`src/hw/rtl/dsrs_pkg.sv`:
```
// Package with constants and types of the disk seek request scheduler.
`timescale 1ns / 1ps
package dsrs_pkg;
   localparam int QueueDepth = 64;
   localparam int TrackBits  = 16;
   localparam int AddrBits   = $clog2(QueueDepth);
   localparam int CountBits  = $clog2(QueueDepth + 1);
   localparam int EntryBits  = TrackBits + 16 + 1;

   localparam logic [2:0] POL_FIFO  = 3'd0;
   localparam logic [2:0] POL_SSTF  = 3'd1;
   localparam logic [2:0] POL_LOOK  = 3'd2;
   localparam logic [2:0] POL_CLOOK = 3'd3;
   localparam logic [2:0] POL_FLOOK = 3'd4;

   localparam logic KIND_ADD   = 1'b0;
   localparam logic KIND_FETCH = 1'b1;

   typedef struct packed {
      logic                 active;
      logic [15:0]          ident;
      logic [TrackBits-1:0] track;
   } entry_type;

   // Scan result handed from the selection unit to the controller.
   typedef struct packed {
      logic                 found;
      logic [AddrBits-1:0]  index;
      logic [TrackBits-1:0] track;
      logic [15:0]          ident;
   } pick_type;
endpackage

```
`src/hw/rtl/dsrs_ram.sv`:
```
// Generic simple dual-port RAM (one write port, one read port) with a registered read.
`timescale 1ns / 1ps
module dsrs_ram #(
   parameter int Width = 8,
   parameter int Depth = 16
) (
   input  logic                     clock,
   input  logic                     wr_en,
   input  logic [$clog2(Depth)-1:0] wr_addr,
   input  logic [Width-1:0]         wr_data,
   input  logic [$clog2(Depth)-1:0] rd_addr,
   output logic [Width-1:0]         rd_data
);
   logic [Width-1:0] mem_ff [Depth];
   logic [Width-1:0] rd_data_ff;

   always_ff @(posedge clock) begin
      if (wr_en) begin
         mem_ff[wr_addr] <= wr_data;
      end
      rd_data_ff <= mem_ff[rd_addr];
   end
   assign rd_data = rd_data_ff;
endmodule

```
`src/hw/rtl/dsrs_picker.sv`:
```
// Running best-candidate tracker fed one queue entry per cycle while valid is high.
`timescale 1ns / 1ps
module dsrs_picker (
   input  logic                             clock,
   input  logic                             clear,
   input  logic                             valid,
   input  logic [dsrs_pkg::AddrBits-1:0]    index,
   input  dsrs_pkg::entry_type              entry,
   input  logic [2:0]                       policy,
   input  logic                             all_active,
   input  logic [dsrs_pkg::TrackBits-1:0]   head,
   input  logic                             moving_up,
   output dsrs_pkg::pick_type               pick
);
   // Candidates by class: direction side and any side. For C-LOOK the
   // direction class is "at or above head" and the other class keeps the
   // lowest track.
   dsrs_pkg::pick_type dir_ff, dir_in, any_ff, any_in;
   logic [dsrs_pkg::TrackBits-1:0] dir_d_ff, dir_d_in, any_d_ff, any_d_in;
   logic [dsrs_pkg::TrackBits-1:0] span;
   logic eligible, on_side, clook;

   always_comb begin
      span = (entry.track >= head) ? entry.track - head : head - entry.track;
      clook = (policy == dsrs_pkg::POL_CLOOK);
      eligible = (policy != dsrs_pkg::POL_FLOOK) || entry.active || all_active;
      if (clook) begin
         on_side = entry.track >= head;
      end else begin
         on_side = moving_up ? (entry.track >= head) : (entry.track <= head);
      end
      dir_in = dir_ff;
      dir_d_in = dir_d_ff;
      any_in = any_ff;
      any_d_in = any_d_ff;
      if (clear) begin
         dir_in = '0;
         any_in = '0;
         dir_d_in = '0;
         any_d_in = '0;
      end else if (valid && eligible) begin
         if (on_side && (!dir_ff.found || span < dir_d_ff)) begin
            dir_in = '{found: 1'b1, index: index, track: entry.track, ident: entry.ident};
            dir_d_in = span;
         end
         if (!any_ff.found ||
             (clook ? (entry.track < any_ff.track) : (span < any_d_ff))) begin
            any_in = '{found: 1'b1, index: index, track: entry.track, ident: entry.ident};
            any_d_in = span;
         end
      end
   end

   always_ff @(posedge clock) begin
      dir_ff <= dir_in;
      any_ff <= any_in;
      dir_d_ff <= dir_d_in;
      any_d_ff <= any_d_in;
   end

   always_comb begin
      if (policy == dsrs_pkg::POL_SSTF) begin
         pick = any_ff;
      end else begin
         pick = dir_ff.found ? dir_ff : any_ff;
      end
   end
endmodule

```
`src/hw/rtl/disk_seek_request_scheduler_top.sv`:
```
// Top level of the disk seek request scheduler.
`timescale 1ns / 1ps
// Disk-arm request scheduler. The req_ channel carries transactions: kind 0
// adds a request (track, id) to an arrival-ordered queue, kind 1 fetches one
// request chosen by the policy register. Each transaction yields exactly one
// rsp_ transaction. The csr_ channel writes the policy while the block idles.
// The queue lives in one RAM of QueueDepth entries with a registered read.
// With n queued entries, an add or a fetch from an empty queue is answered
// directly; a FIFO fetch reads the oldest entry and then only closes the
// gap that it leaves; SSTF, LOOK and C-LOOK scan all n entries and then
// move every later entry down one slot. F-LOOK adds a first pass over the
// n entries that looks for an active entry; when none is found, the closing
// pass rewrites every remaining entry with its active bit set.
// A new request can be taken in the cycle after the result has been accepted.
// Reset empties the queue, puts the head at track 0 moving up and the
// policy to FIFO; the RAM contents need no clearing. One transaction is in
// flight at a time: req_ready stays low until the result has been taken, so
// a stalled receiver simply holds the block in its result state.
module disk_seek_request_scheduler_top (
   input  logic        clock,
   input  logic        reset,
   input  logic        req_valid,
   output logic        req_ready,
   input  logic        req_kind,
   input  logic [15:0] req_req_track,
   input  logic [15:0] req_req_id,
   output logic        rsp_valid,
   input  logic        rsp_ready,
   output logic        rsp_accepted,
   output logic        rsp_granted,
   output logic [15:0] rsp_grant_id,
   output logic [15:0] rsp_grant_track,
   output logic [15:0] rsp_seek_distance,
   input  logic        csr_valid,
   output logic        csr_ready,
   input  logic [2:0]  csr_policy
);
   localparam int AB = dsrs_pkg::AddrBits;
   localparam int CB = dsrs_pkg::CountBits;
   localparam int TB = dsrs_pkg::TrackBits;

   typedef enum logic [6:0] {
      ST_IDLE  = 7'b0000001,
      ST_ACT   = 7'b0000010,
      ST_SCAN  = 7'b0000100,
      ST_DONE  = 7'b0001000,
      ST_SHIFT = 7'b0010000,
      ST_FIN   = 7'b0100000,
      ST_RESP  = 7'b1000000
   } state_type;

   state_type state_ff, state_in;
   logic [CB-1:0] fill_ff, fill_in;
   logic [TB-1:0] head_ff, head_in;
   logic up_ff, up_in;
   logic [2:0] policy_ff;
   logic [CB-1:0] rd_ff, rd_in;       // next read address
   logic pend_ff, pend_in;            // a read issued last cycle
   logic [AB-1:0] pend_idx_ff, pend_idx_in;
   logic any_act_ff, any_act_in;
   logic all_act_ff, all_act_in;
   logic [AB-1:0] k_ff, k_in;
   logic acc_ff, acc_in, gr_ff, gr_in;
   logic [15:0] gid_ff, gid_in, gtr_ff, gtr_in, gdist_ff, gdist_in;

   logic wr_en;
   logic [AB-1:0] wr_addr, rd_addr;
   dsrs_pkg::entry_type wr_data, rd_data;
   dsrs_pkg::pick_type pick;
   logic pclear, pvalid;
   logic [TB-1:0] pt;

   dsrs_ram #(.Width(dsrs_pkg::EntryBits), .Depth(dsrs_pkg::QueueDepth)) u_ram (
      .clock(clock), .wr_en(wr_en), .wr_addr(wr_addr), .wr_data(wr_data),
      .rd_addr(rd_addr), .rd_data(rd_data)
   );

   dsrs_picker u_pick (
      .clock(clock), .clear(pclear), .valid(pvalid), .index(pend_idx_ff),
      .entry(rd_data), .policy(policy_ff), .all_active(all_act_ff),
      .head(head_ff), .moving_up(up_ff), .pick(pick)
   );

   assign req_ready = (state_ff == ST_IDLE);
   assign csr_ready = (state_ff == ST_IDLE);
   assign rsp_valid = (state_ff == ST_RESP);
   assign rsp_accepted = acc_ff;
   assign rsp_granted = gr_ff;
   assign rsp_grant_id = gid_ff;
   assign rsp_grant_track = gtr_ff;
   assign rsp_seek_distance = gdist_ff;
   assign rd_addr = rd_ff[AB-1:0];
   assign pt = pick.track;

   always_comb begin
      state_in = state_ff;
      fill_in = fill_ff;
      head_in = head_ff;
      up_in = up_ff;
      rd_in = rd_ff;
      pend_in = 1'b0;
      pend_idx_in = rd_ff[AB-1:0];
      any_act_in = any_act_ff;
      all_act_in = all_act_ff;
      k_in = k_ff;
      acc_in = acc_ff;
      gr_in = gr_ff;
      gid_in = gid_ff;
      gtr_in = gtr_ff;
      gdist_in = gdist_ff;
      wr_en = 1'b0;
      wr_addr = fill_ff[AB-1:0];
      wr_data = '{active: 1'b0, ident: req_req_id, track: req_req_track[TB-1:0]};
      pclear = 1'b0;
      pvalid = 1'b0;
      case (state_ff)
         ST_IDLE: begin
            pclear = 1'b1;
            rd_in = '0;
            any_act_in = 1'b0;
            all_act_in = 1'b0;
            if (req_valid) begin
               acc_in = 1'b0;
               gr_in = 1'b0;
               gid_in = '0;
               gtr_in = '0;
               gdist_in = '0;
               if (req_kind == dsrs_pkg::KIND_ADD) begin
                  if (fill_ff != CB'(dsrs_pkg::QueueDepth)) begin
                     wr_en = 1'b1;
                     fill_in = fill_ff + CB'(1);
                     acc_in = 1'b1;
                  end
                  state_in = ST_RESP;
               end else if (fill_ff == '0) begin
                  state_in = ST_RESP;
               end else if (policy_ff == dsrs_pkg::POL_FLOOK) begin
                  state_in = ST_ACT;
               end else if (policy_ff == dsrs_pkg::POL_SSTF ||
                            policy_ff == dsrs_pkg::POL_LOOK ||
                            policy_ff == dsrs_pkg::POL_CLOOK) begin
                  state_in = ST_SCAN;
               end else begin
                  // FIFO and unused codes: the oldest entry, read directly.
                  pend_in = 1'b1;
                  pend_idx_in = '0;
                  state_in = ST_DONE;
               end
            end
         end
         ST_ACT: begin
            // Look for any active entry.
            if (pend_ff) begin
               if (rd_data.active) any_act_in = 1'b1;
            end
            if (rd_ff < fill_ff) begin
               pend_in = 1'b1;
               rd_in = rd_ff + CB'(1);
            end else if (!pend_ff) begin
               all_act_in = !any_act_ff;
               rd_in = '0;
               state_in = ST_SCAN;
            end
         end
         ST_SCAN: begin
            if (pend_ff) pvalid = 1'b1;
            if (rd_ff < fill_ff) begin
               pend_in = 1'b1;
               rd_in = rd_ff + CB'(1);
            end else if (!pend_ff) begin
               state_in = ST_DONE;
            end
         end
         ST_DONE: begin
            // Result comes from the picker, or from the direct FIFO read.
            if (pend_ff) begin
               k_in = '0;
               gid_in = rd_data.ident;
               gtr_in = 16'(rd_data.track);
               head_in = rd_data.track;
               gdist_in = 16'((rd_data.track >= head_ff) ? rd_data.track - head_ff
                                                         : head_ff - rd_data.track);
               if (rd_data.track > head_ff) up_in = 1'b1;
               else if (rd_data.track < head_ff) up_in = 1'b0;
            end else begin
               k_in = pick.index;
               gid_in = pick.ident;
               gtr_in = 16'(pt);
               head_in = pt;
               gdist_in = 16'((pt >= head_ff) ? pt - head_ff : head_ff - pt);
               if (pt > head_ff) up_in = 1'b1;
               else if (pt < head_ff) up_in = 1'b0;
            end
            gr_in = 1'b1;
            // When every entry was just made active, the pass starts at the
            // bottom so that entries below the served one get their bit too.
            if (all_act_ff) begin
               rd_in = '0;
            end else begin
               rd_in = (pend_ff ? CB'(0) : CB'(pick.index)) + CB'(1);
            end
            state_in = ST_SHIFT;
         end
         ST_SHIFT: begin
            // Entries below k are rewritten in place, entries above k move
            // down one slot, and the served entry itself is dropped.
            if (pend_ff) begin
               wr_data = rd_data;
               if (all_act_ff) wr_data.active = 1'b1;
               if (pend_idx_ff < k_ff) begin
                  wr_en = 1'b1;
                  wr_addr = pend_idx_ff;
               end else if (pend_idx_ff > k_ff) begin
                  wr_en = 1'b1;
                  wr_addr = pend_idx_ff - AB'(1);
               end
            end
            if (rd_ff < fill_ff) begin
               pend_in = 1'b1;
               rd_in = rd_ff + CB'(1);
            end else if (!pend_ff) begin
               state_in = ST_FIN;
            end
         end
         ST_FIN: begin
            fill_in = fill_ff - CB'(1);
            state_in = ST_RESP;
         end
         ST_RESP: begin
            // The next FIFO fetch reads address zero straight from idle.
            rd_in = '0;
            if (rsp_ready) state_in = ST_IDLE;
         end
         default: state_in = ST_IDLE;
      endcase
   end

   always_ff @(posedge clock) begin
      if (reset) begin
         state_ff <= ST_IDLE;
         fill_ff <= '0;
         head_ff <= '0;
         up_ff <= 1'b1;
         policy_ff <= dsrs_pkg::POL_FIFO;
         rd_ff <= '0;
         pend_ff <= 1'b0;
      end else begin
         state_ff <= state_in;
         fill_ff <= fill_in;
         head_ff <= head_in;
         up_ff <= up_in;
         rd_ff <= rd_in;
         pend_ff <= pend_in;
         if (csr_valid && csr_ready) policy_ff <= csr_policy;
      end
      pend_idx_ff <= pend_idx_in;
      any_act_ff <= any_act_in;
      all_act_ff <= all_act_in;
      k_ff <= k_in;
      acc_ff <= acc_in;
      gr_ff <= gr_in;
      gid_ff <= gid_in;
      gtr_ff <= gtr_in;
      gdist_ff <= gdist_in;
   end
endmodule

```
`config.mk`:
```
export PLATFORM = sky130hd
export DESIGN_NAME = disk_seek_request_scheduler_top
export DESIGN_NICKNAME = d
export VERILOG_FILES = /design/src/hw/rtl/dsrs_pkg.sv /design/src/hw/rtl/dsrs_ram.sv /design/src/hw/rtl/dsrs_picker.sv /design/src/hw/rtl/disk_seek_request_scheduler_top.sv
export SDC_FILE = /design/constraint.sdc
export NUM_CORES = 2
export LEC_CHECK = 0
export ABC_AREA = 1
export BUFFER_PORTS_ARGS = -buffer_cell sky130_fd_sc_hd__buf_4
export CAP_MARGIN = 20
export CORE_MARGIN = 10
export CORE_UTILIZATION = 50
export DETAILED_ROUTE_END_ITERATION = 7
export GPL_ROUTABILITY_DRIVEN = 0
export HOLD_SLACK_MARGIN = 0.02
export PLACE_DENSITY = 0.68
export SLEW_MARGIN = 0
export SYNTH_ARGS = -nofsm -noshare
export SYNTH_HDL_FRONTEND = slang
export SYNTH_SLANG_ARGS = --single-unit
export TNS_END_PERCENT = 1
```
`constraint.sdc`:
```
create_clock -name clock -period 5.63 [get_ports clock]
set_input_delay 0.563 -clock clock [delete_from_list [all_inputs] [get_ports clock]]
set_output_delay 0.563 -clock clock [all_outputs]
set_load 0.01 [all_outputs]
```
-- Word level (Yosys, flattened, before mapping)
Memory sizes are Yosys's and may differ from the RTL's. A register that Yosys moved wholly into a read port is not among the register bits.
Cells that the tools add are included.
- multiplexer cells: 82
- equal/unequal tests: 28
- order comparisons: 13
- reductions and logical operators: 31
- $add $sub $neg: 9
- operator list (cell ; count):
    two-way mux 7 bit ; 17
    two-way mux 16 bit ; 6
    case mux 16 bit (2 select lines) ; 3
    < comparator 16 bit ; 5
    two-way mux 38 bit ; 2
    two-way mux 33 bit ; 2
    two-way mux 6 bit ; 11
    subtractor 16 bit ; 4
    case mux 7 bit (7 select lines) ; 1
    greater-or-equal comparator 16 bit ; 2
    > comparator 16 bit ; 2
    two-way mux 1 bit ; 31
    case mux 7 bit (4 select lines) ; 1
    inequality test 2 bit (second input constant) ; 9
    less-or-equal comparator 16 bit ; 1
    adder 7 x 1 -> 7 bit (second input constant) ; 2
    case mux 7 bit (2 select lines) ; 1
    AND reduction 3 bit ; 4
    case mux 1 bit (2 select lines) ; 5
    two-way mux 4 bit ; 2
    inequality test 2 x 1 -> 1 bit (second input constant) ; 4
    AND reduction 2 bit ; 4
    AND reduction 8 bit ; 1
    adder 6 x 1 -> 7 bit (second input constant) ; 1
    other kinds (28) ; 42
- word-level logic and storage cells: 190
- memories kept: 1
- RAM bits: 2112
- output and inout bits: 53
- input bits: 41
- bits in registers: 216
- memory list (name ; depth ; bits a word ; rd ports ; clocked after memory_dff ; write ports ; RTL line ; source):
    u_ram.mem_ff ; 64 ; 33 ; 1 ; 1 ; 1 ; dsrs_ram.sv:14 ; logic [Width-1:0] mem_ff [Depth];

-- Logic depth before layout (Yosys ltp)
- word-level depth: 9
- gate-level depth with buffers: 29
- depth with buffers taken out: 28

-- Modules after synthesis
Synthesis repeated with hierarchy kept, for this count alone.
- cell total of the unflattened synthesis: 9989
- area, all modules: 103984.7 µm²
- by module, submodules not included (module ; times used ; sequential area each (µm²) ; area each (µm²) ; cells an instance):
    dsrs_ram ; 1 ; 64081.5 ; 85713.5 ; 6996
    disk_seek_request_scheduler_top ; 1 ; 2702.6 ; 10015.9 ; 1605
    dsrs_picker ; 1 ; 2202.1 ; 8255.4 ; 1388

-- Worst setup path after synthesis
OpenSTA, ideal clock, no wires.
- kind: flip-flop to flip-flop
- start point: register state_ff[2]
- end point: register gid_ff[0], in the netlist rsp_grant_id[0], enable pin
- buffers on the path: 2
- cell stages (with the launch flop): 8
- arrival time: 4761 ps
- required time: 5107 ps
- setup slack: 346 ps
- library setup time: 523 ps
- path through: dfxtp_1 -> nor2_2 -> nand2_1 -> nor2_4 -> inv_2 -> clkbuf_1 -> clkbuf_1 -> o21ai_0
- longest elaborated chain between the ends: 3
- ends and longest elaborated chain (what ; RTL line ; source):
    from (decl) ; disk_seek_request_scheduler_top.sv:52 ; state_type state_ff, state_in;
    from (signal assigned) ; disk_seek_request_scheduler_top.sv:248 ; state_ff <= state_in;
    == test 7 x 1 -> 1 bit (*) ; - ;
    via csr_ready ; disk_seek_request_scheduler_top.sv:35 ; output logic csr_ready,
    inequality test 2 bit (no line) / nonzero test 2 bit (equally long branches) ; - ;
    AND reduction 2 bit (no line) (*) ; - ;
    to (signal assigned) ; disk_seek_request_scheduler_top.sv:262 ; gid_ff <= gid_in;
    to (decl) ; disk_seek_request_scheduler_top.sv:64 ; logic [15:0] gid_ff, gid_in, gtr_ff, gtr_in, gdist_ff, gdist_in;
The timed path passes the listed nets; every way through them passes the cells marked *.
A chain may end at the register's enable or synchronous reset.

-- Worst setup path after layout
- start point: register u_ram.rd_data_ff[0], in the netlist u_ram.rd_data[0] (read register of u_ram.mem_ff)
- end point: register u_pick.dir_ff[8] in the netlist's numbering
- longest elaborated chain between the ends: 6
- ends and longest elaborated chain (what ; RTL line ; source):
    from (decl) ; dsrs_ram.sv:15 ; logic [Width-1:0] rd_data_ff;
    subtractor 16 bit / greater-or-equal comparator 16 bit (equally long branches) ; dsrs_picker.sv:24 ; span = (entry.track >= head) ? entry.track - head : head - entry.track;
    two-way mux 16 bit (*) ; dsrs_picker.sv:24 ;
    via u_pick.span, one bit ; dsrs_picker.sv:20 ; logic [dsrs_pkg::TrackBits-1:0] span;
    < comparator 16 bit (*) ; dsrs_picker.sv:42 ; if (on_side && (!dir_ff.found || span < dir_d_ff)) begin
    logical OR 1 bit (*) ; dsrs_picker.sv:42 ;
    logical AND 1 bit (*) ; dsrs_picker.sv:42 ;
    AND reduction 2 bit (no line) (*) ; - ;
    to (signal assigned) ; dsrs_picker.sv:55 ; dir_ff <= dir_in;
    to (decl) ; dsrs_picker.sv:18 ; dsrs_pkg::pick_type dir_ff, dir_in, any_ff, any_in;
Marks and branches as above.

==> flow_summary.yaml <==
run_status:
  outcome: "finished clean"
final_layout:
  final_cell_area_sq_um: 109300
  final_common_cell: "edfxtp_1"
  fin_cells: 10970
  syn2layout_area_growth_pct: 11.83
  final_layout_size_suffix_gt1_share_pct: 8.962
  mostFrequentLayoutCells: "2170 x edfxtp_1, 1407 x nor2_1, 1183 x o21ai_0"
  final_nets: 8410
clock_tree:
  cts.htree.levels: 4
  clkTransAtPathRegs_ns: 0.06
  cts_tree: "yes"
  cts_buffers: 220
  cts_resized: 0
  clock_sinks: 2361
  clk_latency_ns: 0.88
  holdBufCountCts: 4
  post_cts_buffers: 0
  clock_path_buffers: 3
  cts-root-buf: "clkbuf_16"
sta:
  drv_slew: 0
  skew_ns: 0.04631
  setup_viol: 0
  period_needed_ns: 4.903
  fmax_ghz: 0.2040
  finalSetupTns_ns: 0
  rsz0062_at_grt: "no"
  worst_pin_slew_ns: 1.161
  slew_headroom_pct: 22.32
  setup_ws_ns: 0.7270
  hold_violations: 0
  period_share_pct: 87.09
die:
  die_w_um: 462.2
  core_area_sq_um: 194600
  row_count: 162
  start_util_pct: 50.24
  num_io_pins: 94
  dieArea_sq_um: 213600
  die_y_um: 462.2
global_routing:
  grt_antenna_before_repair: 6
  grt_pass1_wl_um: 422400
  grt_remaining_overflow: 0
  grt_start_max_net_pins: 211
  grt_usage_pct: 26.29
  first_global_vias: 64780
synthesis:
  yosys.area.top_type: "edfxtp_1"
  async_reset_ff_share_pct: 0
  syn_inst: 8268
  synth_top_area_share_pct: 66.66
  synth_seq_cells: 2361
  synth_area_leaders: "edfxtp_1 67%, o21ai_0 6.2%, nor2_1 5.7%"
  ys_types: 49
  yosysSeqAreaShare_pct: 70.57
  synth_edf_count: 2170
  synthFlopType: "edfxtp_1"
  avgSynthCellArea_sq_um: 11.82
  syn-cell-area_sq_um: 97750
  ys_warn_count: 0
  syn-num-nets: 8441
placed_design:
  place.detailed.hpwl_um: 161700
  io_buffers: 93
  dp_slack_ns: 0.8816
  place_area_sq_um: 102200
  dp.cells: 10550
routing:
  drc: 0
  drt_iter0_drc: 9761
  routed_via_density: 6.272
  dr_total_vias: 68780
  routed_wl_um: 289900
  wl_per_cell_um: 26.43
  detailedRoute.firstPassIterationCount: 8
  ant_nets: 0
hold_path:
  min-delay-start: "csr_valid"
  worstHoldPathType: "in -> reg"
  holdPathEnd: "policy_ff[0]"
  holdPathStages: 3
power_and_ir_drop:
  peakVddDrop_uv: 336.9
  p_total_uw: 47210
  p_leak_uw: 0.03701
  power.density_nw_per_um2: 431.9
job:
  maxCapViolations: 0
setup_path:
  ff2ff_setup_slack_ns: 0.73
  worstRegToRegCells: 25
  cp.arrival_ns: 5.70
  crit_path_end_kind: "flop"
  cp_max_fo: 23
  rr_endpoint: "u_pick.dir_ff[8]"
  path_class: "reg -> reg"
  cp-start-kind: "flop"
  reg2reg_from: "u_ram.rd_data[0]"
  required_ns: 6.43
area by class of cell:
| cell class | count | area (sq um) |
|---|---|---|
| antenna | 1 | 2.502 |
| multi-input combinational | 5023 | 26210 |
| clock buffer | 297 | 5973 |
| timing repair buffer | 288 | 2618 |
| fill | 15550 | 85270 |
| clock inverter | 112 | 1013 |
| sequential | 2361 | 69000 |
| inverter | 343 | 1316 |
| tap | 2542 | 3181 |
power breakdown:
group	internal [uW]	switching (uW)	total (uW)	leakage [uW]
Clock	8110	6450	14600	0.00341
Sequential	19600	372	20000	0.0213
Combinational	3340	9330	12700	0.0123
Total	31100	16200	47200	0.0370
flip-flops by register name, indices dropped and copies added (netlist names):
register and cells:
u_ram.mem_ff 2112, u_pick.any_ff 39, u_pick.dir_ff 39, u_ram.rd_data 33, head_ff 16, rsp_grant_id 16, rsp_grant_track 16, rsp_seek_distance 16
u_pick.any_d_ff 16, u_pick.dir_d_ff 16, fill_ff 7, rd_ff 7, state_ff 7, k_ff 6, pend_idx_ff 6, policy_ff 3
all_act_ff 1, any_act_ff 1, pend_ff 1, rsp_accepted 1, rsp_granted 1, up_ff 1
how the worst max path moves through the flow:
stage / startpoint / endpoint / cells past startpoint
6_report: u_ram.rd_data[0] / u_pick.dir_ff[8] / 25
4_1_cts: u_ram.rd_data[0] / u_pick.dir_ff[9] / 25
5_1_grt: u_ram.rd_data[0] / u_pick.dir_ff[8] / 25
3_3_place_gp: u_ram.rd_data[0] / u_pick.dir_d_ff[14] / 26
2_1_floorplan: state_ff[2] / rsp_grant_id[0] / 7
3_5_place_dp: u_ram.rd_data[0] / u_pick.dir_ff[9] / 25
metal layers:
metal	vias up	GRT usage, %	share of wire [%]
li1	30020	-	-
met1	33650	36.80	39
met2	4431	39.72	44
met3	678	5.861	12
met4	4	11.11	4.5
met5	-	0.2898	0.033
stage by stage:
step / util (%) / hold WS [ns]
CTS: 56.11 / 0.03060
global route: 56.18 / 0.09484
floorplan: - / 0.4268
finish: 56.18 / 0.08667
global placement: 52.44 / 0.4374
detailed placement: 52.50 / 0.4408
cell families after synthesis:
group                      synth area share, %
AOI/OAI and AO/OA                        12.35
xor gates and xnor gates                0.3494
adders and majority gates                1.728
buffers and inverters                    3.534
DFF                                      70.57
and+or+nand+nor                          11.47
critical path: stages (launching register included):
cell and delay (ns):
dfxtp_1 0.32, inv_1 0.18, ha_1 0.22, inv_1 0.07, fa_1 0.44, nand2_1 0.10, nand2_1 0.11, nand2_1 0.10
nand3_2 0.09, nand2_2 0.13, nand3_2 0.32, inv_2 0.32, nand2_1 0.09, nand2_1 0.24, ha_1 0.29, a21oi_1 0.16
o21a_1 0.14, o21ai_0 0.12, nand2_1 0.10, nand2_1 0.05, nand2_1 0.07, inv_1 0.06, nor2_4 0.47, buf_4 0.41
nor2_1 0.09, nor2_1 0.12
synth_stat cells (94+ instances only):
cell      instances
nor2_1         1472
o221ai_1        195
edfxtp_1       2170
o21ai_0        1216
o22ai_1         335
o211ai_1         94
clkbuf_1        411
dfxtp_1         191
nand3_1         337
nand2_1         752
ha_1            127
a21oi_1         234
nand4_1         115
inv_1           324
No activity file was read; power rests on OpenSTA's default activity.
